===== src/design/lmft_pkg.sv =====
// ----------------------------------------------------------------------------
// lmft_pkg: shared types and constants of the LIN master frame transmitter
// Request classes, queue entry layout, bus symbol codes and the PID function.
// ----------------------------------------------------------------------------
package lmft_pkg;

  // Frame limits and fixed bytes
  localparam int unsigned MAX_DATA_BYTES = 8;
  localparam int unsigned LEN_W          = 4;
  localparam int unsigned QUEUE_DEPTH    = 2;
  localparam logic [7:0]  SYNC_BYTE      = 8'h55;
  localparam logic [7:0]  WAKE_BYTE      = 8'hF0;
  localparam logic [5:0]  SLEEP_ID       = 6'h3C;
  localparam logic [63:0] SLEEP_DATA     = 64'hFFFF_FFFF_FFFF_FF00;

  // Bus symbol kinds on the output stream
  localparam logic [1:0] KIND_BREAK  = 2'd0;
  localparam logic [1:0] KIND_BYTE   = 2'd1;
  localparam logic [1:0] KIND_REJECT = 2'd2;

  // Request commands
  localparam logic [1:0] CMD_FRAME = 2'd0;
  localparam logic [1:0] CMD_SLEEP = 2'd1;
  localparam logic [1:0] CMD_WAKE  = 2'd2;

  // Classified job kinds
  typedef enum logic [1:0] {
    JOB_REJECT,
    JOB_WAKE,
    JOB_HEADER,
    JOB_FRAME
  } job_kind_t;

  // Symbol sequencer states
  typedef enum logic [2:0] {
    ST_IDLE,
    ST_SYNC,
    ST_PID,
    ST_DATA,
    ST_CSUM
  } back_state_t;

  // One queued job
  typedef struct packed {
    job_kind_t        kind;
    logic [7:0]       pid;
    logic             enhanced;
    logic [LEN_W-1:0] len;
    logic [63:0]      data;
    logic             status;
  } job_t;

  // Queue handshake between front and back
  typedef struct packed {
    logic push;
    logic pop;
    logic full;
    logic empty;
  } queue_ctl_t;

  // Protected identifier: id, P0 in bit 6, inverted P1 in bit 7
  function automatic logic [7:0] lin_pid(input logic [5:0] id);
    logic p0;
    logic p1;
    p0 = id[0] ^ id[1] ^ id[2] ^ id[4];
    p1 = ~(id[1] ^ id[3] ^ id[4] ^ id[5]);
    return {p1, p0, id};
  endfunction

endpackage


===== src/design/lmft_front.sv =====
// ----------------------------------------------------------------------------
// lmft_front: request intake and classification
// Holds the enable register and the driver status, checks each request and
// builds the job that the sequencer plays out.
// ----------------------------------------------------------------------------
module lmft_front import lmft_pkg::*; (
  input  logic             clk,
  input  logic             rst,
  input  logic             cfg_wr_en,
  input  logic             cfg_wr_data,
  input  logic             req_valid,
  output logic             req_ready,
  input  logic [1:0]       cmd,
  input  logic [5:0]       frame_id,
  input  logic             enhanced_checksum,
  input  logic             master_response,
  input  logic [LEN_W-1:0] data_length,
  input  logic [63:0]      data_bytes,
  input  logic             queue_full,
  output logic             queue_push,
  output job_t             job
);

  logic driver_enabled;
  logic driver_status;
  logic driver_status_next;
  logic bad_len;

  assign req_ready  = ~queue_full;
  assign queue_push = req_valid & req_ready;
  assign bad_len    = (data_length == '0) ||
                      (data_length > LEN_W'(MAX_DATA_BYTES));

  // Classify the request and work out the status after it
  always_comb begin
    job.kind     = JOB_REJECT;
    job.pid      = lin_pid(frame_id);
    job.enhanced = enhanced_checksum;
    job.len      = data_length;
    job.data     = data_bytes;
    case (cmd)
      CMD_FRAME: begin
        if (!bad_len) begin
          job.kind = master_response ? JOB_FRAME : JOB_HEADER;
        end
      end
      CMD_SLEEP: begin
        job.pid      = lin_pid(SLEEP_ID);
        job.enhanced = 1'b0;
        job.len      = LEN_W'(8);
        job.data     = SLEEP_DATA;
        if (MAX_DATA_BYTES >= 8) begin
          job.kind = JOB_FRAME;
        end
      end
      CMD_WAKE: begin
        job.kind = JOB_WAKE;
      end
      default: begin
        job.kind = JOB_REJECT;
      end
    endcase
    if (!driver_enabled) begin
      job.kind = JOB_REJECT;
    end
    // Status after this request
    case (job.kind)
      JOB_HEADER: driver_status_next = 1'b0;
      JOB_FRAME:  driver_status_next = 1'b1;
      default:    driver_status_next = driver_status;
    endcase
    job.status = driver_status_next;
  end

  // Enable and status registers
  always_ff @(posedge clk) begin
    if (rst) begin
      driver_enabled <= 1'b0;
      driver_status  <= 1'b0;
    end else begin
      if (cfg_wr_en) begin
        driver_enabled <= cfg_wr_data;
      end
      if (queue_push) begin
        driver_status <= driver_status_next;
      end
    end
  end

endmodule


===== src/design/lmft_queue.sv =====
// ----------------------------------------------------------------------------
// lmft_queue: job queue
// Short FIFO between intake and sequencer so that each side stalls alone.
// ----------------------------------------------------------------------------
module lmft_queue import lmft_pkg::*; (
  input  logic       clk,
  input  logic       rst,
  input  queue_ctl_t ctl_in,
  output queue_ctl_t ctl_out,
  input  job_t       wr_job,
  output job_t       rd_job
);

  localparam int unsigned PTR_W = $clog2(QUEUE_DEPTH);
  localparam int unsigned CNT_W = $clog2(QUEUE_DEPTH + 1);

  job_t             entries [QUEUE_DEPTH];
  logic [PTR_W-1:0] wr_ptr;
  logic [PTR_W-1:0] rd_ptr;
  logic [CNT_W-1:0] count;
  logic             do_push;
  logic             do_pop;

  assign ctl_out.push  = do_push;
  assign ctl_out.pop   = do_pop;
  assign ctl_out.full  = (count == CNT_W'(QUEUE_DEPTH));
  assign ctl_out.empty = (count == '0);
  assign do_push       = ctl_in.push & ~ctl_out.full;
  assign do_pop        = ctl_in.pop & ~ctl_out.empty;
  assign rd_job        = entries[rd_ptr];

  // Storage
  always_ff @(posedge clk) begin
    if (do_push) begin
      entries[wr_ptr] <= wr_job;
    end
  end

  // Pointers and fill count
  always_ff @(posedge clk) begin
    if (rst) begin
      wr_ptr <= '0;
      rd_ptr <= '0;
      count  <= '0;
    end else begin
      if (do_push) begin
        wr_ptr <= (wr_ptr == PTR_W'(QUEUE_DEPTH - 1)) ? '0 : wr_ptr + 1'b1;
      end
      if (do_pop) begin
        rd_ptr <= (rd_ptr == PTR_W'(QUEUE_DEPTH - 1)) ? '0 : rd_ptr + 1'b1;
      end
      if (do_push && !do_pop) begin
        count <= count + 1'b1;
      end else if (do_pop && !do_push) begin
        count <= count - 1'b1;
      end
    end
  end

endmodule


===== src/design/lmft_back.sv =====
// ----------------------------------------------------------------------------
// lmft_back: bus symbol sequencer
// Plays a job as a reject, a wakeup, or break, sync, PID, data and checksum
// symbols, one per unstalled cycle into the output register, summing the data.
// ----------------------------------------------------------------------------
module lmft_back import lmft_pkg::*; (
  input  logic       clk,
  input  logic       rst,
  input  logic       queue_empty,
  output logic       queue_pop,
  input  job_t       head,
  output logic       out_valid,
  input  logic       out_ready,
  output logic [1:0] out_kind,
  output logic [7:0] out_byte,
  output logic       out_last,
  output logic       out_status
);

  back_state_t state;
  back_state_t state_next;
  job_t        job;
  logic [2:0]  idx;
  logic [7:0]  sum;
  logic [8:0]  sum_wide;
  logic [7:0]  sum_add;
  logic [7:0]  cur_byte;
  logic        adv;
  logic        emit;
  logic        last_data;
  logic [1:0]  sym_kind;
  logic [7:0]  sym_byte;
  logic        sym_last;
  logic        sym_status;

  assign adv       = ~out_valid | out_ready;
  assign cur_byte  = job.data[{idx, 3'b000} +: 8];
  assign last_data = ({1'b0, idx} + 4'd1) == job.len;

  // End-around-carry add
  assign sum_wide = {1'b0, sum} + {1'b0, cur_byte};
  assign sum_add  = sum_wide[7:0] + {7'd0, sum_wide[8]};

  // Next state
  always_comb begin
    state_next = state;
    if (emit) begin
      case (state)
        ST_IDLE: begin
          if (head.kind == JOB_HEADER || head.kind == JOB_FRAME) begin
            state_next = ST_SYNC;
          end
        end
        ST_SYNC: state_next = ST_PID;
        ST_PID:  state_next = (job.kind == JOB_FRAME) ? ST_DATA : ST_IDLE;
        ST_DATA: state_next = last_data ? ST_CSUM : ST_DATA;
        ST_CSUM: state_next = ST_IDLE;
        default: state_next = ST_IDLE;
      endcase
    end
  end

  // Symbol for this step
  always_comb begin
    emit       = adv;
    queue_pop  = 1'b0;
    sym_kind   = KIND_BYTE;
    sym_byte   = 8'd0;
    sym_last   = 1'b0;
    sym_status = job.status;
    case (state)
      ST_IDLE: begin
        emit       = adv & ~queue_empty;
        queue_pop  = emit;
        sym_status = head.status;
        case (head.kind)
          JOB_REJECT: begin
            sym_kind = KIND_REJECT;
            sym_last = 1'b1;
          end
          JOB_WAKE: begin
            sym_byte = WAKE_BYTE;
            sym_last = 1'b1;
          end
          default: sym_kind = KIND_BREAK;
        endcase
      end
      ST_SYNC: sym_byte = SYNC_BYTE;
      ST_PID: begin
        sym_byte = job.pid;
        sym_last = (job.kind == JOB_HEADER);
      end
      ST_DATA: sym_byte = cur_byte;
      ST_CSUM: begin
        sym_byte = ~sum;
        sym_last = 1'b1;
      end
      default: emit = 1'b0;
    endcase
  end

  // Sequencer control
  always_ff @(posedge clk) begin
    if (rst) begin
      state <= ST_IDLE;
    end else begin
      state <= state_next;
    end
  end

  // Job context and checksum
  always_ff @(posedge clk) begin
    if (queue_pop) begin
      job <= head;
    end
    if (emit && state == ST_PID) begin
      sum <= job.enhanced ? job.pid : 8'd0;
      idx <= '0;
    end else if (emit && state == ST_DATA) begin
      sum <= sum_add;
      idx <= idx + 1'b1;
    end
  end

  // Output register
  always_ff @(posedge clk) begin
    if (rst) begin
      out_valid <= 1'b0;
    end else if (emit) begin
      out_valid <= 1'b1;
    end else if (out_ready) begin
      out_valid <= 1'b0;
    end
  end

  always_ff @(posedge clk) begin
    if (emit) begin
      out_kind   <= sym_kind;
      out_byte   <= sym_byte;
      out_last   <= sym_last;
      out_status <= sym_status;
    end
  end

endmodule


===== src/design/lin_master_frame_transmitter.sv =====
// The first symbol of a request passes through the job queue and the output
// register. One bus symbol per cycle unless m_axis_tready stalls; a request
// has 1 symbol for reject/wakeup, 3 for header only and up to 12 for a frame
// with response, set by the symbol sequencer. A 2-entry job queue decouples
// intake from the sequencer. Synchronous reset clears enable and status to 0.
// ----------------------------------------------------------------------------
// lin_master_frame_transmitter: LIN master frame transmitter
// Turns frame, go-to-sleep and wakeup requests into a stream of bus symbols.
// ----------------------------------------------------------------------------
module lin_master_frame_transmitter import lmft_pkg::*; (
  input  logic        clk,
  input  logic        rst,
  input  logic        cfg_wr_en,
  input  logic        cfg_wr_data,    // driver_enabled
  input  logic        s_axis_tvalid,
  output logic        s_axis_tready,
  // [5:0] frame_id, [6] enhanced_checksum, [7] master_response,
  // [11:8] data_length, [75:12] data_bytes, [79:76] zero
  input  logic [79:0] s_axis_tdata,
  input  logic [1:0]  s_axis_tuser,   // [1:0] cmd
  output logic        m_axis_tvalid,
  input  logic        m_axis_tready,
  output logic [15:0] m_axis_tdata,   // [7:0] byte_value, [8] status, [15:9] zero
  output logic [1:0]  m_axis_tuser,   // [1:0] symbol_kind
  output logic        m_axis_tlast    // last
);

  queue_ctl_t q_in;
  queue_ctl_t q_out;
  job_t       front_job;
  job_t       head_job;
  logic [7:0] out_byte;
  logic       out_status;

  // Intake
  lmft_front u_front (
    .clk               (clk),
    .rst               (rst),
    .cfg_wr_en         (cfg_wr_en),
    .cfg_wr_data       (cfg_wr_data),
    .req_valid         (s_axis_tvalid),
    .req_ready         (s_axis_tready),
    .cmd               (s_axis_tuser),
    .frame_id          (s_axis_tdata[5:0]),
    .enhanced_checksum (s_axis_tdata[6]),
    .master_response   (s_axis_tdata[7]),
    .data_length       (s_axis_tdata[11:8]),
    .data_bytes        (s_axis_tdata[75:12]),
    .queue_full        (q_out.full),
    .queue_push        (q_in.push),
    .job               (front_job)
  );

  assign q_in.full  = 1'b0;
  assign q_in.empty = 1'b0;

  // Job queue
  lmft_queue u_queue (
    .clk     (clk),
    .rst     (rst),
    .ctl_in  (q_in),
    .ctl_out (q_out),
    .wr_job  (front_job),
    .rd_job  (head_job)
  );

  // Symbol sequencer
  lmft_back u_back (
    .clk         (clk),
    .rst         (rst),
    .queue_empty (q_out.empty),
    .queue_pop   (q_in.pop),
    .head        (head_job),
    .out_valid   (m_axis_tvalid),
    .out_ready   (m_axis_tready),
    .out_kind    (m_axis_tuser),
    .out_byte    (out_byte),
    .out_last    (m_axis_tlast),
    .out_status  (out_status)
  );

  assign m_axis_tdata = {7'd0, out_status, out_byte};

`ifndef ASSERT_OFF
  // A reject is always a request's only symbol
  a_reject_last: assert property (@(posedge clk) disable iff (rst)
    (m_axis_tvalid && m_axis_tuser == KIND_REJECT) |-> m_axis_tlast)
    else $error("reject symbol without last");

  // A break field never ends a request
  a_break_not_last: assert property (@(posedge clk) disable iff (rst)
    (m_axis_tvalid && m_axis_tuser == KIND_BREAK) |-> !m_axis_tlast)
    else $error("break symbol marked last");

  // Only byte symbols carry a nonzero byte
  a_nonbyte_zero: assert property (@(posedge clk) disable iff (rst)
    (m_axis_tvalid && m_axis_tuser != KIND_BYTE) |-> (m_axis_tdata[7:0] == 8'd0))
    else $error("nonzero byte on non-byte symbol");

  // Queue never reports full and empty together
  a_queue_sane: assert property (@(posedge clk) disable iff (rst)
    !(q_out.full && q_out.empty))
    else $error("queue full and empty at once");
`endif

endmodule

===== config.mk =====
export PLATFORM = sky130hd
export DESIGN_NAME = lin_master_frame_transmitter
export DESIGN_NICKNAME = d
export VERILOG_FILES = /design/src/design/lmft_pkg.sv /design/src/design/lmft_front.sv /design/src/design/lmft_queue.sv /design/src/design/lmft_back.sv /design/src/design/lin_master_frame_transmitter.sv
export SDC_FILE = /design/constraint.sdc
export NUM_CORES = 1
export LEC_CHECK = 0
export BUFFER_PORTS_ARGS = -buffer_cell sky130_fd_sc_hd__buf_4
export CAP_MARGIN = 20
export CORE_ASPECT_RATIO = 0.7
export CORE_MARGIN = 2
export CORE_UTILIZATION = 28
export CTS_BUF_LIST = sky130_fd_sc_hd__clkbuf_8
export DETAILED_ROUTE_END_ITERATION = 16
export PLACE_DENSITY = 0.41
export SYNTH_ARGS = -nofsm -noshare
export SYNTH_HDL_FRONTEND = slang
export SYNTH_SLANG_ARGS = --single-unit

===== constraint.sdc =====
create_clock -name clk -period 10.42 [get_ports clk]
set_input_delay 2.084 -clock clk [delete_from_list [all_inputs] [get_ports clk]]
set_output_delay 2.084 -clock clk [all_outputs]
set_load 0.01 [all_outputs]

* After elaboration in Yosys (flattened, before gate mapping)
Memory sizes are Yosys's and may differ from the RTL's. A register that Yosys moved wholly into a read port is not among the register bits.
Cells that the tools add are included.
** Word-level totals
- Register bits :: 113
- Bits in latches :: 0
- RAM bits :: 160
- Memory bits (read-only) :: 0
- Input bits :: 88
- Output and inout port bits :: 21
- Word-level logic and storage cells :: 112
- Memories :: 1
** Operators by class
- $add $sub $neg :: 8
- Multipliers :: 0
- Div/mod/pow operators :: 0
- Order comparisons :: 1
- Eq/ne operators :: 16
- Shift-type cells :: 1
- Multiplexer cells :: 31
- Bitwise gates (word level) :: 16
- Reductions and logical operators :: 19
** Memories
- u_queue.entries :: depth 2, width 80, rd ports 1, clocked after Yosys merged registers in 1, wr ports 1, RTL line lmft_queue.sv:17 : job_t entries [QUEUE_DEPTH];
** Operators with widths (count)
- 2-to-1 mux 77 bit :: 1
- variable part select 64 x 7 -> 8 bit :: 1
- one-hot mux 8 bit (5 select lines) :: 1
- 2-to-1 mux 8 bit :: 4
- equality test 2 bit, second input constant :: 8
- 2-to-1 mux 1 bit :: 12
- one-hot mux 3 bit (4 select lines) :: 1
- 2-to-1 mux 2 bit :: 5
- adder 8 x 8 -> 9 bit :: 1
- adder 8 x 1 -> 8 bit :: 1
- inverter 8 bit :: 1
- equality test 3 x 2 -> 1 bit, second input constant :: 2
- zero test 2 bit :: 3
- 2-to-1 mux 3 bit :: 2
- one-hot mux 2 bit (3 select lines) :: 1
- nonzero test 2 bit :: 3
- bitwise XOR 1 bit :: 6
- adder 3 x 1 -> 4 bit, second input constant :: 1
- bitwise AND 1 bit :: 4
- equality test 2 x 1 -> 1 bit, second input constant :: 2
- equality test 4 bit :: 1
- > comparator 4 bit, second input constant :: 1
- logical AND 1 bit :: 4
- zero test 4 bit :: 1
- other kinds (18) :: 25

* Logic depth before layout (Yosys ltp)
Gate-level depths: netlist of the first run.
- Depth after elaboration :: 8
- Gate-level depth with buffers :: 15
- Depth with buffers taken out :: 14

* Modules after synthesis
A second synthesis of the first run with hierarchy kept.
** Second synthesis, totals
- Cells, all modules :: 715
- Area total of the unflattened synthesis :: 11584.9 um^2
** Modules (own cells, without submodules)
- lmft_queue :: instances 1, cells each 277, area an instance 5984.5 um^2, seq. area each 4904.7 um^2
- lmft_back :: instances 1, cells each 312, area an instance 4733.3 um^2, seq. area each 3143.0 um^2
- lmft_front :: instances 1, cells each 117, area an instance 803.3 um^2, seq. area each 40.0 um^2
- lin_master_frame_transmitter :: instances 1, cells each 9, area an instance 63.8 um^2, seq. area each 0.0 um^2

* Worst setup path before layout of the first run
OpenSTA, ideal clock, no wires.
- Kind :: input port to flip-flop
- Start :: input port m_axis_tready
- End :: register u_queue.count[1]
- Library setup time :: 0.071 ns
- Data arrival time :: 8.986 ns
- Data required time :: 10.349 ns
- Setup slack :: 1.363 ns
- Cell stages on the path :: 6
- Buffers on the path :: 0
- Cells stage by stage :: nor2b_1 -> nor3_1 -> inv_1 -> ha_1 -> or3_1 -> a21oi_1
** On the way
- Word-level cells in the longest chain between the ends :: 7
- Elaborated cells between the ends (all ways) :: 9
- Those cells by class :: 2 x mux; 3 x bitwise; 4 x reduce/logical
** Ends and longest elaborated chain
- start: declaration :: RTL line lin_master_frame_transmitter.sv:22 : input logic m_axis_tready,
- bitwise OR 1 bit (*) :: RTL line lmft_back.sv:36 : assign adv = ~out_valid | out_ready;
- bitwise AND 1 bit (*) :: RTL line lmft_back.sv:73 : emit = adv & ~queue_empty;
- 2-to-1 mux 1 bit (*) :: RTL line lmft_back.sv:71 : case (state)
- via u_back.queue_pop :: RTL line lmft_back.sv:10 : output logic queue_pop,
- bitwise AND 1 bit (*) :: RTL line lmft_queue.sv:29 : assign do_pop = ctl_in.pop & ~ctl_out.empty;
- zero test 1 bit :: RTL line lmft_queue.sv:52 : if (do_push && !do_pop) begin
- logical AND 1 bit :: RTL line lmft_queue.sv:52
- 2-to-1 mux 2 bit or nonzero test 2 bit (tied branches)
- end signal: assignment :: RTL line lmft_queue.sv:53 : count <= count + 1'b1;
- end signal: assignment :: RTL line lmft_queue.sv:55 : count <= count - 1'b1;
- end: declaration :: RTL line lmft_queue.sv:20 : logic [CNT_W-1:0] count;
The timed path passes the listed nets; every way through them passes the cells marked *.
A chain may end at the register's enable or synchronous reset.

* Worst setup path after layout of the first run
- Start :: register u_back.idx[0]
- End :: register u_back.sum[7] (data pin)
** On the way
- Word-level cells in the longest chain between the ends :: 5
** Ends and longest elaborated chain
- start: declaration :: RTL line lmft_back.sv:23 : logic [2:0] idx;
- start signal: assignment :: RTL line lmft_back.sv:121 : idx <= idx + 1'b1;
- variable part select 64 x 7 -> 8 bit :: RTL line lmft_back.sv:37 : assign cur_byte = job.data[{idx, 3'b000} +: 8];
- adder 8 x 8 -> 9 bit :: RTL line lmft_back.sv:41 : assign sum_wide = {1'b0, sum} + {1'b0, cur_byte};
- adder 8 x 1 -> 8 bit :: RTL line lmft_back.sv:42 : assign sum_add = sum_wide[7:0] + {7'd0, sum_wide[8]};
- 2-to-1 mux 8 bit :: RTL line lmft_back.sv:119 : end else if (emit && state == ST_DATA) begin
- 2-to-1 mux 8 bit :: RTL line lmft_back.sv:116 : if (emit && state == ST_PID) begin
- end signal: assignment :: RTL line lmft_back.sv:117 : sum <= job.enhanced ? job.pid : 8'd0;
- end signal: assignment :: RTL line lmft_back.sv:120 : sum <= sum_add;
- end: declaration :: RTL line lmft_back.sv:24 : logic [7:0] sum;
Every way passes these cells. The select of a mux whose other input is x is not followed.

==> results.md, run 1 <==
- For this block, the routed nets add up to 24500 microns of wire.
- The maximum number of pins on one net before global-route repair is 78.
- The instance count of the mapped netlist is 699.
- The number of routed nets with antenna violations is 0.
- The overall die area is 42700 sq um.
- The wire length of the first global-routing pass is 37300 microns.
- Dividing the detail-routed wire length by the instance count gives 17.5 microns.
- The floorplan step set the die height to 174 microns.
- The Yosys step of the flow raised 0 warnings.
- The number of pins exceeding their max-slew limit in the final report came to 0.
- Summed over all failing endpoints, the final setup total negative slack is 0 ns.
- The all-layer global routing usage is 0.115.
- The share of synthesized flip-flops with an asynchronous set or reset is 0.
- After routing the design area is between 10000 and 15000 sq um.
- The area added between synthesis and finish is 19.2%.
- The number of hold-repair buffers added at the cts stage is 0.
- The initial utilization of the core area, before any placement, comes to 0.282.
- In the routed layout, each cell is associated on average with a via count of roughly 4.4.
- The detailed router put a total of 11500 microns of wire on met1.
- The cell sitting at the root of the clock tree is a sky130_fd_sc_hd__clkbuf_8.
- At the worst endpoint, the required time is roughly 11 ns.
- The count of buffers added on input and output ports is between 90 and 100.
- In this run the horizontal extent of the chip is ~250 microns.
- The hold violation count in the final report is 0.
- In the routed design, unresolved DRC markers number 0.
- Setup violations remaining at the end of the flow were counted as 0.
- The cell row count is a little over 60.
- The clock net sink count is 274.
- The number of antenna violations at the first check in global routing is 1.
- The number of clock buffers added by TritonCTS is 45.
- Buffers added to address setup during post-CTS repair amount to 0.
- The routability congestion estimate is ~0.83.
- Timing would allow up to ~220 MHz.
- In this run the worst path has a maximum fanout of 22.
- The via count of the first global-routing pass is 6502.
- A synthesized cell averages 16.4 sq um.
- The relative slew slack is 0.319.
- Clock-pin slew was measured on the worst setup and hold paths at 0.06 ns.
- Counting the fill cells in the layout gives 3972.
- In the synthesized netlist the dominant register cell turns out to be sky130_fd_sc_hd__edfxtp_1.
- Once the clock tree was built, the resizer swapped 0 gates to a different size.
- Summed over all nets, the half-perimeter wirelength after detailed placement is 15700 microns.
- The shortest period the worst path allows is 4.58 ns.
- Detailed routing placed a total of around 1200 microns of wire on met3.
- The sum of met2 wire segment lengths after detailed routing is 11200 microns.
- The register bit total from synthesis is 274.
- In this run, distinct cell masters in the synthesized netlist total 60.
- The synthesized design contains 260 enable-type register cells.
- The worst setup path is captured at a flip-flop.
- The number of top-level design ports is 109.
- The mapped cell area is around 11000 sq um.
- The number of antenna diodes in the final layout is 0.
- The H-tree depth is 2.
- The arrival time at the worst endpoint is around 4.9 ns.
- The tool flagged a number of max-cap violations equal to 0.
- The TritonCTS clock tree is done.
- Signal routing reaches up to met4.
- In this run the deepest clock path goes through 3 buffers.
- Once placement finished, the instance area stood at 12900 sq um.
- VDD sags by at most 0.124 mV.
- At the later pin of the worst-skew pair, clock insertion delay measures 0.57 ns.
- The run finished with clean final reports.
- In this run the standard cell core region covers between 40000 and 50000 sq um.
- The fraction of the yosys area taken by sequential cells is 0.703.
- The number of nets in the layout is 924.
- Of the cells placed in the final design, the portion with a size suffix greater than 1 is 0.401.
- The worst-case clock skew is 0.0238 ns.
- Setup repair after global routing left no endpoint under its margin.
- The global-route congestion overflow total is 0.
- The routed layout has 6175 vias.
- The leakage dissipation is between 4 and 5 nW.
- The class of the most critical hold timing path is flip-flop to flip-flop.
- The sort of element at the start of the critical path is a flip-flop.
- For this design the ratio of total power to cell area is 265 nW/um^2.
- Of the available clock period, the critical path in the final layout requires 0.440.
- The starting DRC count in detailed routing is approximately 260.
- The transition time at the pin with the least slew margin is 1.02 ns.
- The critical path is of the flip-flop to flip-flop type.
- The total iterations of the first detailed-routing run is 5.
[layer usage]
metal	GRT usage	vias up
li1	-	2897
met3	0.0297	46
met5	0	-
met4	0.0394	0
met1	0.155	3099
met2	0.180	133
[registers in the layout (all words and copies together), names as in the netlist, 2 cells and up, named ones only]
register and flops:
u_back.job 80, u_back.out_byte 8, u_back.out_kind 2, u_back.idx 3, u_queue.entries 160, u_back.state 3, u_back.sum 8, u_queue.count 2
[worst max-delay path: stages (launching register included)]
cell and delay (ns):
sky130_fd_sc_hd__dfxtp_1 0.30, sky130_fd_sc_hd__buf_4 0.39, sky130_fd_sc_hd__mux4_2 0.61, sky130_fd_sc_hd__mux2_2 0.35, sky130_fd_sc_hd__ha_1 0.25, sky130_fd_sc_hd__fa_1 0.45, sky130_fd_sc_hd__a211o_1 0.35, sky130_fd_sc_hd__a211oi_2 0.25
sky130_fd_sc_hd__o21bai_1 0.13, sky130_fd_sc_hd__a21o_1 0.22, sky130_fd_sc_hd__ha_1 0.22, sky130_fd_sc_hd__and3_2 0.21, sky130_fd_sc_hd__and4b_1 0.19, sky130_fd_sc_hd__xnor3_1 0.19, sky130_fd_sc_hd__o21a_1 0.18
[power breakdown]
group | internal [mW] | switching [mW] | total (mW)
combinational | 0.431 | 0.549 | 0.980
clock | 0.463 | 0.424 | 0.887
sequential | 1.64 | 0.119 | 1.76
[through the flow]
stage	worst slack, ns	hold slack (ns)	utilization	std cells	power, mW
after floorplan	1.36	0.460	-	705	2.46
after global placement	5.82	0.477	0.315	1316	2.75
after detailed placement	5.83	0.486	0.316	1317	2.78
after CTS	5.78	0.501	0.336	1399	3.69
after global routing	5.55	0.548	0.336	1399	3.84
final	5.84	0.497	0.336	1399	3.63
[cells in the mapped netlist, types with 2 or more instances]
cell / count / area [sq um]
sky130_fd_sc_hd__o211ai_1: 2 / 15.0
sky130_fd_sc_hd__ha_1: 15 / 188
sky130_fd_sc_hd__xor2_1: 8 / 70.1
sky130_fd_sc_hd__a21o_1: 4 / 30.0
sky130_fd_sc_hd__nand2b_1: 3 / 18.8
sky130_fd_sc_hd__mux2i_1: 7 / 70.1
sky130_fd_sc_hd__and2_0: 2 / 12.5
sky130_fd_sc_hd__mux4_2: 16 / 360
sky130_fd_sc_hd__nor3_1: 4 / 20.0
sky130_fd_sc_hd__buf_2: 4 / 20.0
sky130_fd_sc_hd__buf_1: 9 / 33.8
sky130_fd_sc_hd__a21oi_1: 11 / 55.1
sky130_fd_sc_hd__buf_4: 10 / 75.1
sky130_fd_sc_hd__a211oi_1: 6 / 45.0
sky130_fd_sc_hd__nor3b_1: 5 / 37.5
sky130_fd_sc_hd__o2bb2ai_1: 2 / 17.5
sky130_fd_sc_hd__nand2_1: 22 / 82.6
sky130_fd_sc_hd__mux2_2: 88 / 991
sky130_fd_sc_hd__dfxtp_1: 14 / 280
sky130_fd_sc_hd__edfxtp_1: 260 / 7810
sky130_fd_sc_hd__o32ai_1: 2 / 17.5
sky130_fd_sc_hd__nand3_1: 10 / 50.1
sky130_fd_sc_hd__nor2b_1: 20 / 125
sky130_fd_sc_hd__o21a_1: 2 / 15.0
sky130_fd_sc_hd__clkbuf_1: 15 / 56.3
sky130_fd_sc_hd__or3_1: 4 / 25.0
sky130_fd_sc_hd__xnor2_1: 9 / 78.8
sky130_fd_sc_hd__nor2_1: 24 / 90.1
sky130_fd_sc_hd__o21ai_0: 20 / 100
sky130_fd_sc_hd__o221ai_1: 2 / 17.5
sky130_fd_sc_hd__or2_2: 63 / 394
sky130_fd_sc_hd__inv_1: 8 / 30.0
[logic make-up after synthesis]
family | after synthesis | share of synthesized area
other | 1 | 0.000326
AO/OA/AOI/OAI | 67 | 0.0399
adder cells (fa/ha/maj) | 16 | 0.0181
buffers and inverters | 46 | 0.0187
XOR/XNOR | 18 | 0.0149
AND/OR/NAND/NOR | 166 | 0.0810
flip-flops | 274 | 0.703
multiplexers | 111 | 0.124
[cell usage in the layout, fill, tap and decap left out, types with 2 or more instances in the layout]
cell type                    instances
sky130_fd_sc_hd__xor2_1              8
sky130_fd_sc_hd__dfxtp_1            13
sky130_fd_sc_hd__mux2_2             88
sky130_fd_sc_hd__ha_1               14
sky130_fd_sc_hd__and2_0              2
sky130_fd_sc_hd__bufinv_16           2
sky130_fd_sc_hd__buf_4             105
sky130_fd_sc_hd__o2bb2ai_1           2
sky130_fd_sc_hd__or2_2              63
sky130_fd_sc_hd__nor3b_1             5
sky130_fd_sc_hd__a211oi_2            2
sky130_fd_sc_hd__clkinvlp_4          2
sky130_fd_sc_hd__mux4_2             16
sky130_fd_sc_hd__inv_1              21
sky130_fd_sc_hd__xnor2_1             9
sky130_fd_sc_hd__a21o_1              4
sky130_fd_sc_hd__o221ai_1            2
sky130_fd_sc_hd__or3_1               4
sky130_fd_sc_hd__nand3_1            10
sky130_fd_sc_hd__o21a_1              2
sky130_fd_sc_hd__nor3_1              3
sky130_fd_sc_hd__o21ai_0            20
sky130_fd_sc_hd__clkinv_1           13
sky130_fd_sc_hd__clkinv_2            5
sky130_fd_sc_hd__nor2b_1            19
sky130_fd_sc_hd__mux2i_1             7
sky130_fd_sc_hd__a21oi_1            11
sky130_fd_sc_hd__o32ai_1             2
sky130_fd_sc_hd__nand2_1            22
sky130_fd_sc_hd__edfxtp_1          260
sky130_fd_sc_hd__nand2b_1            3
sky130_fd_sc_hd__conb_1              7
sky130_fd_sc_hd__clkbuf_8           46
sky130_fd_sc_hd__a211oi_1            5
sky130_fd_sc_hd__o211ai_1            2
sky130_fd_sc_hd__nor2_1             24
[final cells by class]
type | count | area, sq um | area share
repair buffers | 106 | 808 | 0.0590
clock buffers | 46 | 633 | 0.0462
flip-flops and latches | 274 | 8090 | 0.591
inverters | 8 | 30.0 | 0.00219
multi-input cells | 385 | 3240 | 0.237
clock inverters | 36 | 214 | 0.0156
well taps | 544 | 681 | 0.0497
[final timing paths]
check	startpoint	end	slack [ns]	cells after the start
max	u_back.idx[0]	u_back.sum[7]	5.84	14
min	u_front.driver_status	u_front.driver_status	0.50	2
min reg2reg	u_front.driver_status	u_front.driver_status	0.50	2
max reg2reg	u_back.idx[0]	u_back.sum[7]	5.84	14
(Power assumes the default switching activity.)
==> run 2: changes to the inputs <==
--- a/config.mk
+++ b/config.mk
@@ -12,7 +12,7 @@
 export CORE_UTILIZATION = 28
 export CTS_BUF_LIST = sky130_fd_sc_hd__clkbuf_8
 export DETAILED_ROUTE_END_ITERATION = 16
-export PLACE_DENSITY = 0.41
+export PLACE_DENSITY = 0.42
 export SYNTH_ARGS = -nofsm -noshare
 export SYNTH_HDL_FRONTEND = slang
 export SYNTH_SLANG_ARGS = --single-unit
==> constraint.sdc (replaced) <==
create_clock -name clk -period 4 [get_ports clk]
set_input_delay 0.8 -clock clk [delete_from_list [all_inputs] [get_ports clk]]
set_output_delay 0.8 -clock clk [all_outputs]
set_load 0.01 [all_outputs]
==> results.md, run 2 (synthesis gave the netlist of run 1 again) <==
- The post-detailed-route via-to-cell ratio is approximately 4.3.
- The tree built by TritonCTS fans out to 274 sinks.
- The cell row count is 62.
- After clock tree synthesis, the clock-pin slew on the worst setup and hold paths is about 0.07 ns.
- In this run the clock root is driven by a sky130_fd_sc_hd__clkbuf_8.
- The repair_antennas step left the layout with diodes totalling 0.
- Traced cell by cell, the critical path runs through buf_6 > mux4_2 > mux2_4 > ha_4 > fa_2 > a211o_1 > a211oi_2 > o21bai_1 > a21o_1 > ha_2 > and3_4 > and4b_1 > xnor3_1 > o21a_1.
- The max-capacitance violation count is 0.
- CTS built an H-tree with a depth of 2.
- The final layout contains routed wiring with a total length of 24800 microns.
- TritonCTS built the clock tree.
- The post-route standard cell area excluding fillers is 14100 sq um.
- The initial utilization of the core area, before any placement, comes to 0.282.
- Based on the critical path, the design can be clocked at up to 258 MHz.
- The worst-case clock skew is 0.0328 ns.
- The region available for standard cell placement spans 40700 sq um.
- The number of cells on the worst reg-to-reg path is 14.
- The critical path's slowest cell is sky130_fd_sc_hd__mux4_2.
- Counting instances, the worst hold path has a depth of 2.
- The maximum number of pins on one net before global-route repair is 82.
- The number of buffers created by CTS is 46.
- The run finished with clean final reports.
- The average wire length per cell after detail routing is 17.3 microns.
- At the placement stage, the worst setup path has a slack of -0.0717 ns.
- The transition time at the pin with the least slew margin is 0.987 ns.
- The die covers 42700 sq um.
- The worst hold path startpoint is s_axis_tdata[34].
- The clock reaches the later pin of the worst-skew pair after 0.57 ns.
- The worst voltage drop across the vdd grid is 0.347 mV.
- In the global route stage, overall resource usage came out at 0.119.
- The estimated wirelength of the detail-placed design is 16400 microns.
- The end of the worst register-to-register path is u_back.sum[7].
- The gate family responsible for the most delay along the worst path is compound AO/OA/AOI/OAI gates.
- The arrival time at the worst endpoint is 4.19 ns.
- The leakage dissipation is 5.01 nW.
- The register with the most flip-flops is u_queue.entries.
- In this run, the number of DRC markers left after iteration 0 of detailed routing was 290.
- The total power per unit cell area is 692 nW/um^2.
- The number of pins exceeding their max-slew limit in the final report came to 0.
- The top cell types in the final layout, fill and taps aside, are sky130_fd_sc_hd__edfxtp_1 (260), sky130_fd_sc_hd__buf_4 (132), sky130_fd_sc_hd__mux2_2 (84).
- At the worst endpoint, the required time is 4.31 ns.
- The wire length of the first global-routing pass is approximately 38000 microns.
- The worst-case hold path end point is u_queue.entries[0][23].
- Summed over all layers, the global routing overflow is 0.
- After detailed placement, the total cell area comes to 13100 sq um.
- The class of the most critical hold timing path is input pin to flip-flop.
- The total vias in the final route is 6142.
- The largest registers in the layout are u_queue.entries (160), u_back.job (80).
- Setup violations remaining at the end of the flow were counted as 0.
- The horizontal extent of the die is 246 microns.
- Of the cells placed in the final design, the portion with a size suffix greater than 1 is 0.427.
- The worst hold slack across all endpoints is slightly below 0.5 ns.
- The final routed DRC violation total is 0.
- After clock tree synthesis, the flow added hold-fix buffers numbering 0.
- The minimum setup slack among reg-to-reg paths is 0.12 ns.
- The delay of the slowest critical-path stage is 0.49 ns.
- The number of buffers and inverters on the critical path is 1.
- The number of top-level design ports is 109.
- The number of I/O port buffers is 97.
- The worst setup path category is flip-flop to flip-flop.
- Leaving out fill and tap cells, the most frequent cell in the layout is sky130_fd_sc_hd__edfxtp_1.
- The area growth from synthesis to layout is 22.2%.
- Dividing the final minimum period by the clock period gives 0.970.
- Headroom to the max-slew limit came out at 0.341.
- In this run the vertical extent of the chip is 174 microns.
- The register with the most flip-flops in the layout has 160 of them.
- The via count of the first global-routing pass is approximately 6500.
- Routability-driven placement finished with a final weighted congestion of 0.789.
- Setup repair after global routing could not meet its margin everywhere.
- The sort of element at the start of the critical path is a flip-flop.
- The worst path meets setup with around 0.12 ns of slack.
- The net count of the finished layout is 959.
- Along the worst path, the maximum fanout reaches 3.
- In this run the critical register-to-register path is launched from u_back.idx[0].
- The count of nets left with antenna violations once routing finished came out at 0.
- The worst path in the final design needs a cycle of 3.88 ns, including I/O delays and setup.
- The number of antenna violations at the first check in global routing is 0.
- The hold violation count in the final report is 0.
- The category of the worst setup path capture point is a flip-flop.
- The first TritonRoute pass finished after 4 iterations.
- The maximum number of buffers from clock root to sink is 3.
[run 2: cell count changes in the layout (fill, tap and decap cells not counted), sizes merged]
cell,previous run,this run
clkinvlp,2,1
clkbuf,46,47
buf,106,140
bufinv,2,1
clkinv,19,10
inv,21,30
[run 2: worst max path at each step]
stage | from | endpoint | cells after the start
after detailed placement | u_back.idx[0] | u_back.sum[7] | 14
after CTS | u_back.idx[0] | u_back.sum[7] | 14
after global placement | u_back.idx[0] | u_back.sum[7] | 14
after global routing | u_back.idx[0] | u_back.sum[7] | 14
after floorplan | u_back.idx[0] | u_back.sum[7] | 14
final | u_back.idx[0] | u_back.sum[7] | 14
[run 2: power breakdown]
part           leakage [nW]  total [mW]  internal, mW  switching, mW
combinational          1.98        2.89          1.41           1.49
clock                 0.495        2.25          1.15           1.10
sequential             2.53        4.58          4.26          0.318
[run 2: cell type report]
class                   count  area (sq um)
fillers                  3989         26700
repair buffers            140          1130
flip-flops and latches    274          8090
multi-input cells         385          3300
clock buffers              47           647
well taps                 544           681
inverters                   8          30.0
clock inverters            34           173
[run 2: through the flow]
stage,instances,total power [mW],util,setup TNS [ns]
after CTS,1429,9.87,0.344,0
final,1432,9.72,0.345,0
after global routing,1432,10.4,0.345,-0.0281
after detailed placement,1344,7.48,0.322,-0.0744
after floorplan,705,6.34,-,0
after global placement,1344,7.47,0.322,-0.0551
[run 2: metal layers]
layer | global-route usage | routed length [microns] | up-vias
met5 | 0 | 0 | -
met4 | 0.0348 | 458 | 0
met3 | 0.0276 | 973 | 46
met2 | 0.178 | 11100 | 128
met1 | 0.170 | 12200 | 3003
li1 | - | - | 2965
[run 2: repair_timing]
action / in CTS / in global routing
resized for setup: 6 / 10
pin swaps: 4 / 9
endpoints found under the setup margin: 4 / 5
setup buffers: 4 / 3
==> run 3: changes to the inputs <==
--- a/config.mk
+++ b/config.mk
@@ -7,12 +7,14 @@
 export LEC_CHECK = 0
 export BUFFER_PORTS_ARGS = -buffer_cell sky130_fd_sc_hd__buf_4
 export CAP_MARGIN = 20
+export CELL_PAD_IN_SITES_DETAIL_PLACEMENT = 1
+export CELL_PAD_IN_SITES_GLOBAL_PLACEMENT = 2
 export CORE_ASPECT_RATIO = 0.7
 export CORE_MARGIN = 2
 export CORE_UTILIZATION = 28
 export CTS_BUF_LIST = sky130_fd_sc_hd__clkbuf_8
 export DETAILED_ROUTE_END_ITERATION = 16
-export PLACE_DENSITY = 0.42
+export PLACE_DENSITY = 0.54
 export SYNTH_ARGS = -nofsm -noshare
 export SYNTH_HDL_FRONTEND = slang
 export SYNTH_SLANG_ARGS = --single-unit
==> results.md, run 3 (synthesis gave the netlist of run 1 again) <==
- Data on the critical path is required at its endpoint by 4.32 ns.
- Dividing the detail-routed via count by the number of cells gives 4.41.
- The net switching fraction of the power is 0.306.
- The layer carrying the most global-route usage is met2.
- The number of inserted diodes is 0.
- Of the total power, combinational logic draws 0.308.
- The number of I/O port buffers is 97.
- Of the total power, the clock network draws 0.220.
- The H-tree depth is 2.
- The relative slew slack is 0.360.
- The cell row count is 62.
- Summed over all layers, the global routing overflow is 0.
- For this configuration, the core starts out at a cell density of 0.282.
- The met1 usage is 0.161.
- The transition time at the pin with the least slew margin is 0.956 ns.
- Entering global routing, the biggest net connects 82 pins.
- The worst hold path startpoint is s_axis_tdata[44].
- After clock tree synthesis, the flow added hold-fix buffers numbering 0.
- The core region is 40700 sq um.
- Max-cap violations in this run came to 0.
- In this run, placement finished with an instance count of 1336.
- The die is 174 microns tall.
- The number of buffers created by CTS is 45.
- The analysis attributes to net switching a power of 3.00 mW.
- The TritonCTS clock tree is done.
- The first global-routing pass estimated 39200 microns of wire.
- ~110 I/O pins were placed.
- The overall die area is 42700 sq um.
- The average wire length per cell after detail routing is ~18 microns.
- The first detailed-routing pass ran for 4 iterations.
- The internal cell power is 6.81 mW.
- In the layout the commonest cells are sky130_fd_sc_hd__edfxtp_1 (260), sky130_fd_sc_hd__buf_4 (129), sky130_fd_sc_hd__mux2_2 (84).
- The start of the worst register-to-register path is u_back.idx[0].
- Tracing the worst setup path back leads to its startpoint at u_back.idx[0].
- The starting DRC count in detailed routing is about 270.
- The arrival time at the worst endpoint is 4.28 ns.
- Summing all non-filler instances in the final layout gives an area of 14000 sq um.
- Of the available clock period, the critical path in the final layout requires 0.990.
- The register with the most flip-flops in the layout has 160 of them.
- The commonest non-fill, non-tap cell in the layout is sky130_fd_sc_hd__edfxtp_1.
- After filler insertion, the fill cell instance count of the layout stands at 4209.
- The wire length after detailed routing is 25600 microns.
- The clock drives 274 sinks.
- The post-layout worst setup margin is 0.0416 ns.
- The clock-pin slew on the worst setup and hold paths is roughly 0.070 ns.
- Dividing total power by cell area gives a power density of 699 nW/um^2.
- At the end of routability-driven placement, the weighted congestion stood at 0.779.
- IR analysis of the VDD net gives a maximum drop of 0.341 mV.
- Measured in cells, the most critical reg-to-reg path has a length of 14.
- In the final layout, the share of cells above drive strength 1 is 0.433.
- The via count of the first global-routing pass is 6931.
- The design draws around 9.8 mW.
- The number of standard cells in the final layout excluding fillers is 1427.
- The number of endpoints failing setup at the final stage is 0.
- The relative contribution of sequential cells to total power is 0.472.
- The minimum setup slack among reg-to-reg paths is 0.04 ns.
- By startpoint and endpoint, the worst setup path is classified as flip-flop to flip-flop.
- The hold violation count in the final report is 0.
- The met2 track demand over resource is 0.193.
- The maximum number of buffers from clock root to sink is 3.
- In the routed design, unresolved DRC markers number 0.
- The number of nets in the layout is about 960.
- The achievable clock frequency is 253 MHz.
- The number of pins exceeding their max-slew limit in the final report came to 0.
- Summed over all cells, the static leakage comes to 4.94 nW.
- For met3 alone, demand over resource in global routing was 0.0296.
- The number of antenna violations at the first check in global routing was 1.
- Hold is met by about 0.49 ns.
- Following the worst setup path forward leads to its endpoint at u_back.sum[7].
- The all-layer global routing usage is 0.120.
- Summed over all nets, the half-perimeter wirelength after detailed placement is 17200 microns.
- The run finished with clean final reports.
- The floorplan step set the die width to 246 microns.
- CTS placed an instance of sky130_fd_sc_hd__clkbuf_8 at the clock tree root.
- STA classifies the critical path startpoint as a flip-flop.
- The count of nets left with antenna violations once routing finished came out at 0.
- The instance area at placement is 13000 sq um.
- The class of the most critical hold timing path is input pin to flip-flop.
- The clock reaches the later pin of the worst-skew pair after between 0.5 and 0.6 ns.
- Compared with the post-synthesis result, the final layout area differs by 22.0%.
- The setup slack at placement is -0.122 ns.
- The worst-case clock skew is 0.0328 ns.
- The total vias in the final route is 6287.
- The register with the most flip-flops is u_queue.entries.
- Setup repair after global routing could not meet its margin everywhere.
- The end of the worst register-to-register path is u_back.sum[7].
- The shortest period the worst path allows is 3.96 ns.
- The largest registers in the layout are u_queue.entries (160), u_back.job (80).
- The worst setup path is captured at a flip-flop.
- The maximum fanout along the worst path is 5.
[run 3: what timing repair did]
item                       in CTS  in global routing
gates resized for setup        12                 20
gates cloned                    0                  0
setup endpoints to repair       5                  7
pin swaps                      10                 12
setup buffers                   6                  6
hold endpoints to repair        0                  0
[run 3: final cells by class]
cell class	instances	area (sq um)	area share
Clock buffer	45	619	0.0441
Multi-Input combinational cell	385	3350	0.239
Inverter	8	30.0	0.00214
Clock inverter	34	158	0.0112
Timing Repair Buffer	137	1100	0.0782
Tap cell	544	681	0.0485
Sequential cell	274	8100	0.577
[run 3: worst min path at each step]
stage	endpoint	slack, ns	cells past startpoint
floorplan	u_front.driver_status	0.46	2
global placement	u_front.driver_status	0.48	2
detailed placement	u_queue.rd_ptr	0.51	2
CTS	u_queue.entries[0][33]	0.43	2
global route	u_queue.entries[0][33]	0.45	2
finish	u_queue.entries[0][33]	0.49	2
[run 3: layer usage]
metal / share of wire / wire, microns
met5: 0 / 0
met4: 0.016 / 403
met2: 0.47 / 12100
met1: 0.47 / 12000
met3: 0.044 / 1120
[run 3: power groups by stage]
stage | clock network (mW) | logic (mW) | registers [mW]
after floorplan | 0 | 1.81 | 4.53
after global placement | 0 | 2.72 | 4.68
after detailed placement | 0 | 2.78 | 4.71
after CTS | 2.27 | 2.92 | 4.66
after global routing | 2.37 | 3.33 | 4.73
final | 2.16 | 3.02 | 4.63
[run 3: worst max-delay path, cell delays in order, from the launching register on]
cell	delay (ns)
sky130_fd_sc_hd__dfxtp_4	0.37
sky130_fd_sc_hd__buf_12	0.12
sky130_fd_sc_hd__mux4_2	0.50
sky130_fd_sc_hd__mux2_4	0.32
sky130_fd_sc_hd__ha_4	0.17
sky130_fd_sc_hd__fa_2	0.34
sky130_fd_sc_hd__a211o_1	0.32
sky130_fd_sc_hd__a211oi_2	0.26
sky130_fd_sc_hd__o21bai_1	0.13
sky130_fd_sc_hd__a21o_1	0.25
sky130_fd_sc_hd__ha_2	0.20
sky130_fd_sc_hd__and3_4	0.17
sky130_fd_sc_hd__and4b_1	0.19
sky130_fd_sc_hd__xnor3_1	0.18
sky130_fd_sc_hd__o21a_1	0.18
[run 3: per-stage QoR]
| step | setup TNS [ns] | utilization |
|---|---|---|
| floorplan | 0 | - |
| global placement | -0.0823 | 0.320 |
| detailed placement | -0.331 | 0.320 |
| CTS | -0.00605 | 0.341 |
| global route | -0.274 | 0.344 |
| finish | 0 | 0.344 |
